`src/hdl/dpc_pkg.sv`:
```
// Package with the codes, register layout and structs of the device pairing controller.
package dpc_pkg;

	typedef logic [2:0] mode_t;
	typedef logic [2:0] req_t;
	typedef logic [1:0] action_t;
	typedef logic [2:0] led_t;
	typedef logic [1:0] reg_idx_t;

	localparam mode_t MODE_STARTUP    = 3'd0;
	localparam mode_t MODE_SLEEP      = 3'd1;
	localparam mode_t MODE_NOT_PAIRED = 3'd2;
	localparam mode_t MODE_PAIRING    = 3'd3;
	localparam mode_t MODE_AWAIT      = 3'd4;
	localparam mode_t MODE_PAIRED     = 3'd5;

	localparam req_t REQ_BEGIN     = 3'd0;
	localparam req_t REQ_BUTTON    = 3'd1;
	localparam req_t REQ_DISCOVERY = 3'd2;
	localparam req_t REQ_PAIR_RSP  = 3'd3;
	localparam req_t REQ_TICK      = 3'd4;
	localparam req_t REQ_CONTROL   = 3'd5;
	localparam req_t REQ_APP_DATA  = 3'd6;

	localparam action_t ACT_NONE     = 2'd0;
	localparam action_t ACT_BCAST    = 2'd1;
	localparam action_t ACT_PAIR_REQ = 2'd2;
	localparam action_t ACT_APP      = 2'd3;

	localparam led_t LED_NONE     = 3'd0;
	localparam led_t LED_OFF      = 3'd1;
	localparam led_t LED_UNPAIRED = 3'd2;
	localparam led_t LED_PAIRING  = 3'd3;
	localparam led_t LED_PAIRED   = 3'd4;

	localparam reg_idx_t REG_BCAST_PERIOD   = 2'd0;
	localparam reg_idx_t REG_CONFIRM_TIMEOUT = 2'd1;
	localparam reg_idx_t REG_TOP_CHANNEL    = 2'd2;

	localparam logic [7:0] RST_BCAST_PERIOD    = 8'd1;
	localparam logic [7:0] RST_CONFIRM_TIMEOUT = 8'd10;
	localparam logic [3:0] RST_TOP_CHANNEL     = 4'd14;
	localparam logic [3:0] RST_CHANNEL         = 4'd1;
	localparam logic [7:0] TICK_MAX            = 8'hFF;

	typedef struct packed {
		logic [7:0] bcast_period;
		logic [7:0] confirm_timeout;
		logic [3:0] top_channel;
	} dpc_cfg_t;

	typedef struct packed {
		req_t        req_type;
		logic        wake_up;
		logic        long_press;
		logic [3:0]  offer_channel;
		logic [47:0] source_addr;
	} dpc_event_t;

	typedef struct packed {
		mode_t       mode;
		logic [3:0]  channel;
		logic [47:0] stored_peer;
		logic [3:0]  stored_channel;
		logic [47:0] session_peer;
		logic [7:0]  tick_count;
	} dpc_state_t;

	typedef struct packed {
		mode_t       mode;
		mode_t       prev_mode;
		logic        mode_changed;
		action_t     action;
		logic [3:0]  radio_channel;
		logic [47:0] session_addr;
		led_t        led_pattern;
	} dpc_result_t;

endpackage

```
`src/hdl/dpc_if.sv`:
```
// Stream interfaces for the event transfers in and the result transfers out.
interface dpc_req_if;
	import dpc_pkg::*;
	logic        valid;
	logic        ready;
	req_t        req_type;
	logic        wake_up;
	logic        long_press;
	logic [3:0]  offer_channel;
	logic [47:0] source_addr;
	modport source (output valid, req_type, wake_up, long_press, offer_channel, source_addr,
		input ready);
	modport sink (input valid, req_type, wake_up, long_press, offer_channel, source_addr,
		output ready);
endinterface

interface dpc_rsp_if;
	import dpc_pkg::*;
	logic        valid;
	logic        ready;
	mode_t       mode;
	mode_t       prev_mode;
	logic        mode_changed;
	action_t     action;
	logic [3:0]  radio_channel;
	logic [47:0] session_addr;
	led_t        led_pattern;
	modport source (output valid, mode, prev_mode, mode_changed, action, radio_channel,
		session_addr, led_pattern, input ready);
	modport sink (input valid, mode, prev_mode, mode_changed, action, radio_channel,
		session_addr, led_pattern, output ready);
endinterface

```
`src/hdl/device_pairing_controller.sv`:
```
// Top level of the device pairing controller: APB registers, event stage and result queue.
//
// Channel  Direction  Transfer
// req      in         one event: req_type, wake_up, long_press, offer_channel, source_addr
// rsp      out        one result per event: mode, prev_mode, mode_changed, action,
//                     radio_channel, session_addr, led_pattern
// apb      in/out     register writes and reads, pready always high
//
// An event transfer is taken into the input stage and its result is written into the
// result queue at the next edge, from which the result is offered.
// The controller accepts one event per cycle while input ready is high.
// Input ready drops while the input stage and the two-entry result queue together hold
// two results and no result transfer happens in that cycle.
// Reset returns the registers to their defaults and the mode to startup.
module device_pairing_controller (
	input  logic              clk,
	input  logic              arst_n,
	dpc_req_if.sink           req,
	dpc_rsp_if.source         rsp,
	input  logic              psel,
	input  logic              penable,
	input  logic              pwrite,
	input  logic [3:0]        paddr,
	input  logic [31:0]       pwdata,
	output logic [31:0]       prdata,
	output logic              pready
);
	import dpc_pkg::*;

	dpc_cfg_t    cfg_q;
	dpc_state_t  st_q;
	dpc_state_t  st_next;
	dpc_event_t  ev_s1;
	logic        valid_s1;
	dpc_result_t res;
	dpc_result_t res_q [2];
	logic        wr_ptr_q;
	logic        rd_ptr_q;
	logic [1:0]  count_q;
	logic [1:0]  occ;
	logic        pop;
	logic        accept;
	reg_idx_t    reg_idx;

	assign pready  = 1'b1;
	assign reg_idx = paddr[3:2];

	always_ff @(posedge clk or negedge arst_n) begin
		if (!arst_n) begin
			cfg_q.bcast_period    <= RST_BCAST_PERIOD;
			cfg_q.confirm_timeout <= RST_CONFIRM_TIMEOUT;
			cfg_q.top_channel     <= RST_TOP_CHANNEL;
		end else if (psel && penable && pwrite && pready) begin
			unique case (reg_idx)
				REG_BCAST_PERIOD:    cfg_q.bcast_period    <= pwdata[7:0];
				REG_CONFIRM_TIMEOUT: cfg_q.confirm_timeout <= pwdata[7:0];
				REG_TOP_CHANNEL:     cfg_q.top_channel     <= pwdata[3:0];
				default: begin
				end
			endcase
		end
	end

	always_comb begin
		unique case (reg_idx)
			REG_BCAST_PERIOD:    prdata = {24'd0, cfg_q.bcast_period};
			REG_CONFIRM_TIMEOUT: prdata = {24'd0, cfg_q.confirm_timeout};
			REG_TOP_CHANNEL:     prdata = {28'd0, cfg_q.top_channel};
			default:             prdata = '0;
		endcase
	end

	assign pop       = rsp.valid && rsp.ready;
	assign occ       = count_q + {1'b0, valid_s1};
	assign req.ready = (occ < 2'd2) || pop;
	assign accept    = req.valid && req.ready;

	always_ff @(posedge clk or negedge arst_n) begin
		if (!arst_n) begin
			valid_s1 <= 1'b0;
		end else begin
			valid_s1 <= accept;
		end
	end

	always_ff @(posedge clk) begin
		if (accept) begin
			ev_s1.req_type      <= req.req_type;
			ev_s1.wake_up       <= req.wake_up;
			ev_s1.long_press    <= req.long_press;
			ev_s1.offer_channel <= req.offer_channel;
			ev_s1.source_addr   <= req.source_addr;
		end
	end

	dpc_step u_step (
		.ev      (ev_s1),
		.st      (st_q),
		.cfg     (cfg_q),
		.st_next (st_next),
		.res     (res)
	);

	always_ff @(posedge clk or negedge arst_n) begin
		if (!arst_n) begin
			st_q.mode           <= MODE_STARTUP;
			st_q.channel        <= RST_CHANNEL;
			st_q.stored_peer    <= '0;
			st_q.stored_channel <= '0;
			st_q.session_peer   <= '0;
			st_q.tick_count     <= '0;
		end else if (valid_s1) begin
			st_q <= st_next;
		end
	end

	always_ff @(posedge clk) begin
		if (valid_s1) begin
			res_q[wr_ptr_q] <= res;
		end
	end

	always_ff @(posedge clk or negedge arst_n) begin
		if (!arst_n) begin
			wr_ptr_q <= 1'b0;
			rd_ptr_q <= 1'b0;
			count_q  <= '0;
		end else begin
			if (valid_s1) begin
				wr_ptr_q <= ~wr_ptr_q;
			end
			if (pop) begin
				rd_ptr_q <= ~rd_ptr_q;
			end
			count_q <= count_q + {1'b0, valid_s1} - {1'b0, pop};
		end
	end

	assign rsp.valid         = (count_q != 2'd0);
	assign rsp.mode          = res_q[rd_ptr_q].mode;
	assign rsp.prev_mode     = res_q[rd_ptr_q].prev_mode;
	assign rsp.mode_changed  = res_q[rd_ptr_q].mode_changed;
	assign rsp.action        = res_q[rd_ptr_q].action;
	assign rsp.radio_channel = res_q[rd_ptr_q].radio_channel;
	assign rsp.session_addr  = res_q[rd_ptr_q].session_addr;
	assign rsp.led_pattern   = res_q[rd_ptr_q].led_pattern;

endmodule

```
`src/hdl/dpc_step.sv`:
```
// Next-state and result logic for one event of the pairing controller.
module dpc_step (
	input  dpc_pkg::dpc_event_t  ev,
	input  dpc_pkg::dpc_state_t  st,
	input  dpc_pkg::dpc_cfg_t    cfg,
	output dpc_pkg::dpc_state_t  st_next,
	output dpc_pkg::dpc_result_t res
);
	import dpc_pkg::*;

	logic [4:0] ch_inc;
	logic [3:0] ch_next;

	assign ch_inc  = {1'b0, st.channel} + 5'd1;
	assign ch_next = (ch_inc > {1'b0, cfg.top_channel}) ? 4'd1 : ch_inc[3:0];

	always_comb begin
		dpc_state_t s;
		mode_t      old;
		mode_t      nm;
		logic       go;
		logic       restore;
		action_t    act;
		led_t       led;

		s       = st;
		nm      = st.mode;
		go      = 1'b0;
		restore = 1'b0;
		act     = ACT_NONE;
		led     = LED_NONE;

		if (ev.req_type == REQ_BEGIN && ev.wake_up) begin
			s.mode = MODE_SLEEP;
		end
		old = s.mode;

		unique case (ev.req_type)
			REQ_BEGIN: begin
				restore = 1'b1;
			end
			REQ_BUTTON: begin
				if (old == MODE_NOT_PAIRED || old == MODE_PAIRED) begin
					if (ev.long_press) begin
						go = 1'b1;
						nm = MODE_PAIRING;
					end
				end else if (old == MODE_PAIRING || old == MODE_AWAIT) begin
					if (ev.long_press) begin
						s.stored_peer = '0;
					end
					restore = 1'b1;
				end
			end
			REQ_DISCOVERY: begin
				if (old == MODE_PAIRING) begin
					s.channel      = ev.offer_channel;
					s.session_peer = ev.source_addr;
					act            = ACT_PAIR_REQ;
					go             = 1'b1;
					nm             = MODE_AWAIT;
				end
			end
			REQ_PAIR_RSP: begin
				if (old == MODE_AWAIT) begin
					s.stored_channel = s.channel;
					s.stored_peer    = ev.source_addr;
					go               = 1'b1;
					nm               = MODE_PAIRED;
				end
			end
			REQ_TICK: begin
				if (old == MODE_PAIRING || old == MODE_AWAIT) begin
					if (s.tick_count != TICK_MAX) begin
						s.tick_count = s.tick_count + 8'd1;
					end
					if (old == MODE_PAIRING) begin
						if (s.tick_count >= cfg.bcast_period) begin
							s.tick_count = '0;
							s.channel    = ch_next;
							act          = ACT_BCAST;
						end
					end else if (s.tick_count >= cfg.confirm_timeout) begin
						go = 1'b1;
						nm = MODE_NOT_PAIRED;
					end
				end
			end
			REQ_APP_DATA: begin
				act = ACT_APP;
			end
			default: begin
			end
		endcase

		if (restore) begin
			go = 1'b1;
			if (s.stored_peer != '0) begin
				s.channel      = s.stored_channel;
				s.session_peer = s.stored_peer;
				nm             = MODE_PAIRED;
			end else begin
				nm = MODE_NOT_PAIRED;
			end
		end

		if (go && nm != old) begin
			led = LED_OFF;
			if (old == MODE_PAIRED) begin
				s.session_peer = '0;
			end
			unique case (nm)
				MODE_NOT_PAIRED: begin
					led = LED_UNPAIRED;
				end
				MODE_PAIRING: begin
					led          = LED_PAIRING;
					s.tick_count = '0;
					s.channel    = ch_next;
					act          = ACT_BCAST;
				end
				MODE_AWAIT: begin
					led          = LED_PAIRING;
					s.tick_count = '0;
				end
				MODE_PAIRED: begin
					if (old != MODE_SLEEP) begin
						led = LED_PAIRED;
					end
				end
				default: begin
				end
			endcase
			s.mode = nm;
		end

		st_next           = s;
		res.mode          = s.mode;
		res.prev_mode     = old;
		res.mode_changed  = (s.mode != old);
		res.action        = act;
		res.radio_channel = s.channel;
		res.session_addr  = s.session_peer;
		res.led_pattern   = led;
	end

endmodule

```
`src/flat_wrapper.sv`:
```
// flat-port wrapper written by rule: the top's interface ports become plain ports
module device_pairing_controller_flat import dpc_pkg::*;
  (clk, arst_n, psel, penable, pwrite, paddr, pwdata, prdata, pready, req_valid, req_req_type, req_wake_up, req_long_press, req_offer_channel, req_source_addr, req_ready, rsp_valid, rsp_mode, rsp_prev_mode, rsp_mode_changed, rsp_action, rsp_radio_channel, rsp_session_addr, rsp_led_pattern, rsp_ready);
  dpc_req_if req_i ();
  dpc_rsp_if rsp_i ();
  input  logic clk;
  input  logic arst_n;
  input  logic psel;
  input  logic penable;
  input  logic pwrite;
  input  logic [3:0] paddr;
  input  logic [31:0] pwdata;
  output logic [31:0] prdata;
  output logic pready;
  input wire logic [$bits(req_i.valid)-1:0] req_valid;
  input wire logic [$bits(req_i.req_type)-1:0] req_req_type;
  input wire logic [$bits(req_i.wake_up)-1:0] req_wake_up;
  input wire logic [$bits(req_i.long_press)-1:0] req_long_press;
  input wire logic [$bits(req_i.offer_channel)-1:0] req_offer_channel;
  input wire logic [$bits(req_i.source_addr)-1:0] req_source_addr;
  output wire logic [$bits(req_i.ready)-1:0] req_ready;
  output wire logic [$bits(rsp_i.valid)-1:0] rsp_valid;
  output wire logic [$bits(rsp_i.mode)-1:0] rsp_mode;
  output wire logic [$bits(rsp_i.prev_mode)-1:0] rsp_prev_mode;
  output wire logic [$bits(rsp_i.mode_changed)-1:0] rsp_mode_changed;
  output wire logic [$bits(rsp_i.action)-1:0] rsp_action;
  output wire logic [$bits(rsp_i.radio_channel)-1:0] rsp_radio_channel;
  output wire logic [$bits(rsp_i.session_addr)-1:0] rsp_session_addr;
  output wire logic [$bits(rsp_i.led_pattern)-1:0] rsp_led_pattern;
  input wire logic [$bits(rsp_i.ready)-1:0] rsp_ready;
  assign req_i.valid = req_valid;
  assign req_i.req_type = req_req_type;
  assign req_i.wake_up = req_wake_up;
  assign req_i.long_press = req_long_press;
  assign req_i.offer_channel = req_offer_channel;
  assign req_i.source_addr = req_source_addr;
  assign req_ready = req_i.ready;
  assign rsp_valid = rsp_i.valid;
  assign rsp_mode = rsp_i.mode;
  assign rsp_prev_mode = rsp_i.prev_mode;
  assign rsp_mode_changed = rsp_i.mode_changed;
  assign rsp_action = rsp_i.action;
  assign rsp_radio_channel = rsp_i.radio_channel;
  assign rsp_session_addr = rsp_i.session_addr;
  assign rsp_led_pattern = rsp_i.led_pattern;
  assign rsp_i.ready = rsp_ready;
  device_pairing_controller u_core (.clk(clk), .arst_n(arst_n), .req(req_i), .rsp(rsp_i), .psel(psel), .penable(penable), .pwrite(pwrite), .paddr(paddr), .pwdata(pwdata), .prdata(prdata), .pready(pready));
endmodule
```
`config.mk`:
```
export PLATFORM = sky130hd
export DESIGN_NAME = device_pairing_controller_flat
export DESIGN_NICKNAME = d
export VERILOG_FILES = /design/src/hdl/dpc_pkg.sv /design/src/hdl/dpc_if.sv /design/src/hdl/device_pairing_controller.sv /design/src/hdl/dpc_step.sv /design/src/flat_wrapper.sv
export SDC_FILE = /design/constraint.sdc
export NUM_CORES = 1
export LEC_CHECK = 0
export ABC_AREA = 1
export ABC_CLOCK_PERIOD_IN_PS = 5700
export BUFFER_PORTS_ARGS = -buffer_cell sky130_fd_sc_hd__buf_4
export CAP_MARGIN = 25
export CORE_ASPECT_RATIO = 0.9
export CORE_UTILIZATION = 40
export DETAILED_ROUTE_END_ITERATION = 8
export SYNTH_ARGS = -nofsm -noshare
export SYNTH_HDL_FRONTEND = slang
export SYNTH_SLANG_ARGS = --single-unit
```
`constraint.sdc`:
```
create_clock -name clk -period 5.7 [get_ports clk]
set_input_delay 1.14 -clock clk [delete_from_list [all_inputs] [get_ports clk]]
set_output_delay 1.14 -clock clk [all_outputs]
set_load 0.03 [all_outputs]
```
# After elaboration in Yosys (flattened, before gate mapping)
# Memories as Yosys holds them, arrays and structs flattened.
# Index checks and enable logic that the tools add are counted.
# word_totals
regBits	197
latchBits	0
ram_bits	128
romBits	0
elab_cells	131
memories	1
# memory_table
name	depth	word_bits	rd	rd_ports_with_merged_regs	write_ports	line_no	source
u_core.res_q	2	64	1	0	1	device_pairing_controller.sv:36	dpc_result_t res_q [2];
# op_classes
n_addsub	4
mul	0
n_div	0
magnitude_cmp	4
n_eq_ne	19
n_shift	0
n_mux	66
n_bitwise	2
reduce_logical	17
# op_table
op	n
$mux W48	8
$pmux W48 S2	1
$mux W8	8
$mux W56	1
$mux W52	1
$reduce_bool A48 Y1	1
$mux W3	12
$mux W4	9
$pmux W8 S3	1
$eq A3 B2 Y1 const B	6
$eq A3 B3 Y1 const B	6
$ge A8 B8 Y1	2
$mux W1	15
$pmux W3 S4	1
$pmux W3 S3	1
$add A8 B1 Y8 const B	1
$ne A8 B8 Y1 const B	1
$pmux W4 S2	1
$mux W7	1
$logic_and A1 B1 Y1	6
$mux W2	3
$ne A3 B3 Y1	2
$pmux W2 S3	1
$reduce_and A2 Y1	3
other kinds (17)	20

# Longest topological paths before layout
# Gate-level depths: netlist (run 1).
# depth
ltp_word	17
ltp_mapped	28

# Cells and area by module
# A second synthesis (run 1) with hierarchy kept.
# unflattened
hier_cells	2474
area_unflattened_um2	18644.1
# by_module_without_submodules
module	n_inst	cells_per_inst	area_each_um2	seq_area_each_um2
device_pairing_controller	1	1062	12065.3	9067.4
dpc_step	1	1412	6578.8	0.0

# Worst setup path before layout (run 1)
# Ideal clock, no wire load.
# synth_path
path_kind	input port to flip-flop
start	input rsp_ready
end	register u_core.valid_s1
setup_ns	0.570
arrival_ns	5.463
required_ns	5.130
setup_slack_ns	-0.333
path_stages	2
n_path_buf	0
cell_sequence	nand2_1 > a21boi_0
# synth_between
elab_chain_len	3
# synth_rtl
item	line_no	source
start, declared	flat_wrapper.sv:30	input wire logic [$bits(rsp_i.ready)-1:0] rsp_ready;
$logic_and A1 B1 Y1	device_pairing_controller.sv:73	assign pop = rsp.valid && rsp.ready;
$logic_or A1 B1 Y1	device_pairing_controller.sv:75	assign req.ready = (occ < 2'd2) || pop;
$logic_and A1 B1 Y1	device_pairing_controller.sv:76	assign accept = req.valid && req.ready;
via u_core.accept	device_pairing_controller.sv:42	logic accept;
end signal, assigned	device_pairing_controller.sv:82	valid_s1 <= accept;
end, declared	device_pairing_controller.sv:34	logic valid_s1;
# The timed path passes the listed nets, and every way through them passes these cells.
# A chain may end at the register's enable or synchronous reset.

==> metrics.txt, run 1 <==
# TYPE chip_impl_metric gauge
chip_impl_info{name="cts.root.buffer_cell",value="clkbuf_16"} 1
chip_impl_info{name="worst_r2r_startpoint",value="u_core.st_q[0]"} 1
chip_impl_metric{name="postSynth.asyncResetShare",unit="%"} 43.1
chip_impl_metric{name="setup-violations-final",unit=""} 0
chip_impl_metric{name="cpPeakStageDelay",unit="ps"} 490
chip_impl_info{name="layout_common_cells",value="nand2_1 (641), inv_1 (230), o21ai_0 (204)"} 1
chip_impl_metric{name="power.leakage",unit="nW"} 9.67
chip_impl_metric{name="relSlewSlack",unit="%"} 33.6
chip_impl_metric{name="synth_largest_type_area_fraction",unit="%"} 33.0
chip_impl_metric{name="tightestPinTransition",unit="ps"} 985
chip_impl_metric{name="global_route_wire_length_before_repair",unit="um"} 70500
chip_impl_metric{name="cp_num_buf_inv",unit=""} 5
chip_impl_metric{name="design_area",unit="sq um"} 19400
chip_impl_metric{name="post_cts_resized",unit=""} 0
chip_impl_metric{name="grt.total_usage",unit="%"} 21.0
chip_impl_metric{name="coreArea",unit="sq um"} 41100
chip_impl_metric{name="groute.layer.met3.usage",unit="%"} 3.27
chip_impl_metric{name="count_of_vias_placed_by_the_detailed_router",unit=""} 13800
chip_impl_metric{name="place_congestion",unit=""} 0.840
chip_impl_metric{name="grt_start_max_net_pins",unit=""} 111
chip_impl_metric{name="detailedRoute.firstIterationViolations",unit=""} 1408
chip_impl_metric{name="first_pass_iters",unit=""} 6
chip_impl_metric{name="final_ant_viol_nets",unit=""} 0
chip_impl_metric{name="die_height",unit="um"} 197
chip_impl_info{name="synth.area.top_cells",value="edfxtp_1 (33%), dfrtp_1 (20%), nand2_1 (14%), o21ai_0 (6.1%), inv_1 (5.2%)"} 1
chip_impl_metric{name="synth.yosys.warnings",unit=""} 0
chip_impl_metric{name="effective_utilization_at_floorplan",unit="%"} 41.0
chip_impl_info{name="status",value="completed"} 1
chip_impl_metric{name="synth.distinct_cells",unit=""} 44
chip_impl_metric{name="antenna_cells_inserted",unit=""} 0
chip_impl_info{name="worst_hold_path_type",value="flop to flop"} 1
chip_impl_info{name="crit-reg2reg-capture",value="u_core.res_q[0][19]"} 1
chip_impl_info{name="critical_path.startpoint_type",value="flop"} 1
chip_impl_metric{name="synth.avg_cell_area",unit="sq um"} 8.28
chip_impl_metric{name="cts.sinks",unit=""} 325
chip_impl_metric{name="chipWidth",unit="um"} 218
chip_impl_metric{name="cts_max_path_buffers",unit=""} 3
chip_impl_info{name="yosysTopAreaCell",value="edfxtp_1"} 1
chip_impl_metric{name="critical_path.max_fanout",unit=""} 23
chip_impl_metric{name="final_cycle_utilization_of_the_critical_path",unit="%"} 83.1
chip_impl_metric{name="utilization",unit="%"} 47.3
chip_impl_info{name="hold_path_end",value="u_core.st_q[85]"} 1
chip_impl_metric{name="number_of_placement_rows",unit=""} 70
chip_impl_metric{name="via_count_of_the_first_global_routing_pass",unit=""} 12800
chip_impl_metric{name="worstPathArrival",unit="ps"} 5000
chip_impl_metric{name="synth_cells",unit=""} 2035
chip_impl_metric{name="hold_depth",unit=""} 2
chip_impl_metric{name="final.fill_count",unit=""} 3945
chip_impl_metric{name="layout.area.seq",unit="sq um"} 9070
chip_impl_info{name="busiest_layer",value="met1"} 1
chip_impl_metric{name="grt_antenna_before_repair",unit=""} 0
chip_impl_metric{name="residual_drc_count",unit=""} 0
chip_impl_info{name="crit_family",value="simple AND/OR/NAND/NOR gates"} 1
chip_impl_metric{name="final_max_slew_viol_count",unit=""} 0
chip_impl_metric{name="areaGrowthSynthToFinish",unit="%"} 15.3
chip_impl_metric{name="post_drt_wl_per_cell",unit="um"} 16.6
chip_impl_metric{name="clkLatencyLatePin",unit="ps"} 550
chip_impl_info{name="cts_tree",value="built"} 1
chip_impl_metric{name="syn-cell-area",unit="sq um"} 16900
chip_impl_metric{name="post_cts_hold_buffer_count",unit=""} 0
chip_impl_metric{name="port_buffers",unit=""} 147
chip_impl_metric{name="overflow",unit=""} 0
chip_impl_metric{name="fin_crit",unit="ps"} 4740
chip_impl_info{name="timing.setup.critical_path_class",value="flop to flop"} 1
chip_impl_metric{name="timing.reg2reg.worst_path_depth",unit=""} 25
chip_impl_metric{name="num-nets-final",unit=""} 2263
chip_impl_metric{name="fin_skew",unit="ps"} 25.5
chip_impl_metric{name="post-cts-setup-buffers",unit=""} 0
chip_impl_metric{name="cts_inserted_buffers",unit=""} 38
chip_impl_metric{name="tns",unit="ps"} 0
chip_impl_metric{name="number_of_vias_per_cell_after_detailed_routing",unit=""} 5.08
chip_impl_metric{name="ir_drop",unit="V"} 0.000586
chip_impl_metric{name="post_route_cells_drive_above_1_share",unit="%"} 13.4
chip_impl_metric{name="synth_edf_count",unit=""} 185
chip_impl_info{name="layout.cells.most_common",value="nand2_1"} 1
chip_impl_metric{name="required",unit="ps"} 5960
chip_impl_metric{name="seq_area_frac_synth",unit="%"} 53.8
chip_impl_metric{name="drt_total_wl",unit="um"} 44900
chip_impl_metric{name="max_cap_viol_count",unit=""} 0
chip_impl_metric{name="met1_track_utilization_from_global_routing",unit="%"} 32.4
chip_impl_metric{name="ff2ff_setup_slack",unit="ps"} 960
chip_impl_info{name="hold_start",value="u_core.st_q[85]"} 1
chip_impl_info{name="crit_path_top_delay_cell",value="o41ai_1"} 1
chip_impl_metric{name="die-area",unit="sq um"} 43000
chip_impl_metric{name="cts.reportedPaths.clkPinSlew",unit="ps"} 60
chip_impl_info{name="synth_flop_cell",value="edfxtp_1"} 1
chip_impl_metric{name="maxClockFrequency",unit="MHz"} 211
chip_impl_metric{name="multi_input_comb_area",unit="sq um"} 6290
chip_impl_metric{name="dp_hpwl",unit="um"} 29600
chip_impl_metric{name="powerDensity",unit="nW/um^2"} 569
chip_impl_metric{name="grt_util_met2",unit="%"} 30.3
chip_impl_metric{name="hold_viol_final",unit=""} 0
chip_impl_metric{name="floorplan.io_pins",unit=""} 199
chip_impl_metric{name="placement.cell_area",unit="sq um"} 18200
chip_impl_metric{name="ys_ff_latch",unit=""} 325
chip_impl_metric{name="ctsHtreeMaxLevel",unit=""} 2
chip_impl_info{name="grt_setup_unrepaired",value="false"} 1
chip_impl_info{name="cp-end-kind",value="flop"} 1
chip_impl_info{name="most_frequent_cell_on_the_critical_path",value="nand2_1"} 1
==> worst min-delay path, delay by kind of cell (launching register included) <==
kind / cells / cell delay, ps
AND/OR/NAND/NOR: 1 / 50
flip-flops: 1 / 330
AO/OA/AOI/OAI: 1 / 60
==> cell type report <==
type / instances / share of cell area (%)
sequential: 325 / 46.7
clock inverter: 12 / 0.412
clock buffer: 58 / 5.44
tap: 540 / 3.48
multi-input combinational: 1363 / 32.4
inverter: 240 / 4.65
timing repair buffer: 171 / 6.93
==> sequential cells by signal, indices dropped and copies added (netlist names) <==
| register | cells |
|---|---|
| u_core.cfg_q | 20 |
| u_core.count_q | 2 |
| u_core.ev_s1 | 57 |
| u_core.rd_ptr_q | 1 |
| u_core.res_q | 128 |
| u_core.st_q | 115 |
| u_core.valid_s1 | 1 |
| u_core.wr_ptr_q | 1 |
==> layer usage <==
layer	up-vias	part of all wire, %
met1	6521	49
met3	49	6.9
li1	6733	-
met5	-	0
met4	0	1.7
met2	464	43
==> cell usage after synthesis (7+ instances only) <==
cell and n:
buf_2 24, o21ai_0 204, buf_6 9, buf_4 30
clkbuf_1 54, xor2_1 9, ha_1 24, edfxtp_1 185
or2_2 17, a21oi_1 22, nor2_1 173, dfrtp_1 133
dfstp_2 7, nand2_1 642, inv_1 234, o211ai_1 39
nor2_2 22, nand3_1 130, o21ai_1 10, buf_1 13
==> kinds of logic after synthesis <==
family,share of synthesized area (%)
DFF,53.8
and+or+nand+nor,24.6
adders and majority gates,1.78
other,0.0446
muxes,0.0594
xor gates and xnor gates,0.468
AOI/OAI and AO/OA,9.73
buffers and inverters,9.49
==> worst max-delay path by stage <==
| stage | from | endpoint | cells past startpoint |
|---|---|---|---|
| after global placement | u_core.st_q[0] | u_core.res_q[0][7] | 25 |
| after detailed placement | u_core.st_q[0] | u_core.res_q[0][7] | 25 |
| after floorplan | rsp_ready | u_core.ev_s1[0] | 2 |
| final | u_core.st_q[0] | u_core.res_q[0][19] | 25 |
| after global routing | u_core.st_q[0] | u_core.st_q[42] | 26 |
| after CTS | u_core.st_q[0] | u_core.res_q[1][3] | 25 |
==> power by group <==
part | internal, W | switching, W
registers | 0.00351 | 0.000309
logic | 0.00145 | 0.00353
clock network | 0.00128 | 0.000963
==> metrics by stage <==
stage | power (W) | worst slack [ps] | instances | hold WS (ps)
finish | 0.0110 | 964 | 2709 | 478
global route | 0.0118 | 400 | 2709 | 497
CTS | 0.0111 | 999 | 2707 | 481
detailed placement | 0.00879 | 1010 | 2637 | 466
global placement | 0.00865 | 1120 | 2636 | 459
floorplan | 0.00706 | 1190 | 2058 | 446
No activity file was read; power rests on OpenSTA's default activity.
==> run 2, diff against run 1 <==
- ABC_AREA: 1 -> 0
- ABC_CLOCK_PERIOD_IN_PS: 5700 -> 4950
- clock period: 5.7 -> 4.95 ns (I/O delays scaled with it)
==> run 2 against run 1 <==
- wire length fell by 19%
- setup slack worse by 92 ps
- combinational power decreased by 2%
- maximum frequency grew 16%
- sequential cell count unchanged
- design area fell by 10%
- critical endpoint is now u_core.res_q[1][44]
- largest power group unchanged
==> metrics.txt, run 2 <==
# TYPE chip_impl_metric gauge
chip_impl_metric{name="grt_start_max_net_pins",unit=""} 86
chip_impl_metric{name="critical_path.max_fanout",unit=""} 48
chip_impl_metric{name="ir_drop",unit="V"} 0.000384
chip_impl_metric{name="drt_total_wl",unit="um"} 36300
chip_impl_metric{name="detailedRoute.firstIterationViolations",unit=""} 586
chip_impl_metric{name="grt.total_usage",unit="%"} 19.3
chip_impl_metric{name="chipWidth",unit="um"} 204
chip_impl_info{name="synth.area.top_cells",value="edfxtp_1 (38%), dfrtp_1 (23%), mux2_2 (6.0%), nand2_1 (3.5%), a22o_1 (3.2%)"} 1
chip_impl_metric{name="synth.avg_cell_area",unit="sq um"} 12.4
chip_impl_metric{name="synth.distinct_cells",unit=""} 71
chip_impl_metric{name="path_depth",unit=""} 14
chip_impl_metric{name="cts.sinks",unit=""} 325
chip_impl_metric{name="effective_utilization_at_floorplan",unit="%"} 40.7
chip_impl_info{name="worst_hold_path_type",value="flop to flop"} 1
chip_impl_info{name="list_of_cells_traversed_by_the_critical_path",value="ha_1 > nand2_1 > nor2_1 > a21oi_1 > nand3_1 > xnor2_1 > ha_1 > o2111ai_1 > o221ai_1 > a31oi_2 > nor2_1 > o31a_2 > buf_4 > nor2_1"} 1
chip_impl_metric{name="post_cts_hold_buffer_count",unit=""} 0
chip_impl_metric{name="overflow",unit=""} 0
chip_impl_metric{name="worstPathArrival",unit="ps"} 4310
chip_impl_metric{name="ff2ff_setup_slack",unit="ps"} 870
chip_impl_metric{name="post_drt_wl_per_cell",unit="um"} 20.0
chip_impl_metric{name="synth_cells",unit=""} 1188
chip_impl_metric{name="final_ant_viol_nets",unit=""} 0
chip_impl_metric{name="timing.reg2reg.worst_path_depth",unit=""} 14
chip_impl_info{name="layout.cells.most_common",value="edfxtp_1"} 1
chip_impl_info{name="layout_common_cells",value="edfxtp_1 (185), buf_4 (165), nand2_1 (137)"} 1
chip_impl_info{name="timing.setup.critical_path_class",value="flop to flop"} 1
chip_impl_metric{name="powerDensity",unit="nW/um^2"} 704
chip_impl_metric{name="power.leakage",unit="nW"} 6.70
chip_impl_metric{name="areaGrowthSynthToFinish",unit="%"} 18.0
chip_impl_metric{name="synth_largest_type_area_fraction",unit="%"} 37.7
chip_impl_info{name="setup.worst_path.start",value="u_core.st_q[0]"} 1
chip_impl_metric{name="via_count_of_the_first_global_routing_pass",unit=""} 9624
chip_impl_metric{name="placement.cell_area",unit="sq um"} 16200
chip_impl_info{name="regMostFlops",value="u_core.res_q"} 1
chip_impl_metric{name="global_route_wire_length_before_repair",unit="um"} 56200
chip_impl_metric{name="residual_drc_count",unit=""} 0
chip_impl_metric{name="count_of_vias_placed_by_the_detailed_router",unit=""} 9933
chip_impl_metric{name="place_congestion",unit=""} 0.833
chip_impl_info{name="critical_path.startpoint_type",value="flop"} 1
chip_impl_info{name="status",value="completed"} 1
chip_impl_info{name="most_instantiated_library_cell_after_synthesis",value="edfxtp_1"} 1
chip_impl_metric{name="cts_inserted_buffers",unit=""} 36
chip_impl_metric{name="post_route_cells_drive_above_1_share",unit="%"} 26.5
chip_impl_metric{name="number_of_vias_per_cell_after_detailed_routing",unit=""} 5.46
chip_impl_metric{name="first_pass_iters",unit=""} 5
chip_impl_metric{name="cp_num_buf_inv",unit=""} 1
chip_impl_metric{name="die_height",unit="um"} 184
chip_impl_metric{name="design_area",unit="sq um"} 17400
chip_impl_info{name="cts.root.buffer_cell",value="clkbuf_16"} 1
chip_impl_info{name="worst_r2r_startpoint",value="u_core.st_q[0]"} 1
chip_impl_metric{name="seq_area_frac_synth",unit="%"} 61.5
chip_impl_info{name="crit_path_top_delay_cell",value="buf_4"} 1
chip_impl_info{name="grt_setup_unrepaired",value="false"} 1
chip_impl_metric{name="post-cts-setup-buffers",unit=""} 0
chip_impl_info{name="crit-reg2reg-capture",value="u_core.res_q[1][44]"} 1
chip_impl_info{name="most_frequent_cell_on_the_critical_path",value="nor2_1"} 1
chip_impl_info{name="crit_path_end",value="u_core.res_q[1][44]"} 1
chip_impl_metric{name="final_cycle_utilization_of_the_critical_path",unit="%"} 82.4
chip_impl_metric{name="synth_edf_count",unit=""} 185
chip_impl_metric{name="hold_viol_final",unit=""} 0
chip_impl_info{name="reg.largest.list",value="u_core.res_q (128), u_core.st_q (115), u_core.ev_s1 (57)"} 1
chip_impl_metric{name="fin_crit",unit="ps"} 4080
chip_impl_info{name="ys_top_cells_by_count",value="edfxtp_1 (185), nand2_1 (138), dfrtp_1 (133)"} 1
chip_impl_metric{name="power",unit="W"} 0.0122
chip_impl_metric{name="maxClockFrequency",unit="MHz"} 245
chip_impl_metric{name="max_cap_viol_count",unit=""} 0
chip_impl_metric{name="port_buffers",unit=""} 147
chip_impl_metric{name="ctsHtreeMaxLevel",unit=""} 2
chip_impl_metric{name="setup-violations-final",unit=""} 0
chip_impl_metric{name="clkLatencyLatePin",unit="ps"} 530
chip_impl_metric{name="required",unit="ps"} 5180
chip_impl_metric{name="num-nets-final",unit=""} 1437
chip_impl_metric{name="dp_hpwl",unit="um"} 22800
chip_impl_info{name="cts_tree",value="built"} 1
chip_impl_metric{name="die-area",unit="sq um"} 37600
chip_impl_metric{name="final_max_slew_viol_count",unit=""} 0
chip_impl_metric{name="fin_skew",unit="ps"} 26.4
chip_impl_info{name="crit_family",value="compound AO/OA/AOI/OAI gates"} 1
chip_impl_metric{name="grt_antenna_before_repair",unit=""} 1
chip_impl_metric{name="number_of_placement_rows",unit=""} 66
chip_impl_metric{name="cpPeakStageDelay",unit="ps"} 490
chip_impl_metric{name="relSlewSlack",unit="%"} 35.9
chip_impl_metric{name="cts_max_path_buffers",unit=""} 3
chip_impl_metric{name="syn-cell-area",unit="sq um"} 14700
chip_impl_metric{name="cts.reportedPaths.clkPinSlew",unit="ps"} 60
chip_impl_metric{name="ys_ff_latch",unit=""} 325
chip_impl_info{name="yosysTopAreaCell",value="edfxtp_1"} 1
chip_impl_metric{name="coreArea",unit="sq um"} 36200
chip_impl_metric{name="floorplan.io_pins",unit=""} 199
chip_impl_metric{name="tns",unit="ps"} 0
chip_impl_metric{name="postSynth.asyncResetShare",unit="%"} 43.1
chip_impl_metric{name="tightestPinTransition",unit="ps"} 961
chip_impl_info{name="cp-end-kind",value="flop"} 1
chip_impl_metric{name="post_cts_resized",unit=""} 0
chip_impl_metric{name="flip_flop_count_of_the_largest_register_after_layout",unit=""} 128
chip_impl_metric{name="synth.yosys.warnings",unit=""} 0
chip_impl_info{name="synth_flop_cell",value="edfxtp_1"} 1
-- run 2: worst min-delay path by stage --
stage                           from         endpoint  slack [ps]  cells past startpoint
floorplan            u_core.wr_ptr_q  u_core.wr_ptr_q         460                      1
global placement    u_core.ev_s1[21]  u_core.st_q[81]         480                      1
detailed placement  u_core.ev_s1[21]  u_core.st_q[81]         490                      1
CTS                  u_core.ev_s1[0]  u_core.st_q[60]         490                      1
global route         u_core.ev_s1[0]  u_core.st_q[60]         510                      1
finish               u_core.ev_s1[0]  u_core.st_q[60]         490                      1
-- run 2: cells by family (layout without fill, tap and decap cells) --
kind of cell,Yosys count,in the layout,synth area share [%]
xor+xnor,10,10,0.595
fa+ha+maj,24,24,2.04
simple gates,350,350,10.7
flops,325,325,61.5
buf+inv,129,259,4.25
mux,89,89,6.72
compound gates,259,259,14.1
other cells,2,26,0.0510
-- run 2: routing by layer --
metal  share of wire, %  routed length (um)  vias to the layer above  track usage [%]
li1                   -                   -                     4658                -
met1                 49               17700                     4961             28.8
met2                 44               16100                      266             28.9
met3                4.5                1630                       48             2.69
met4                2.4                 857                        0             5.88
met5                  0                   0                        -                0
-- run 2: stage by stage --
step	cells	utilization, %	hold WS (ps)	setup WS, ps
global placement	1750	44.8	483	934
finish	1818	48.1	490	873
global route	1818	48.1	512	521
CTS	1817	48.1	491	847
floorplan	1211	-	456	1170
detailed placement	1751	44.8	491	881
-- run 2: cell type report --
class	count	area, sq um
antenna	1	2.50
timing repair buffer	167	1270
sequential	325	9070
tap	476	596
clock buffer	47	973
fill	3260	18800
clock inverter	19	204
inverter	26	97.6
multi-input combinational	757	5170
-- run 2: power by group --
group / internal [W] / leakage (nW) / switching, W / total, W
Combinational: 0.00178 / 2.73 / 0.00309 / 0.00487
Sequential: 0.00418 / 3.40 / 0.000516 / 0.00469
Clock: 0.00160 / 0.576 / 0.00108 / 0.00268
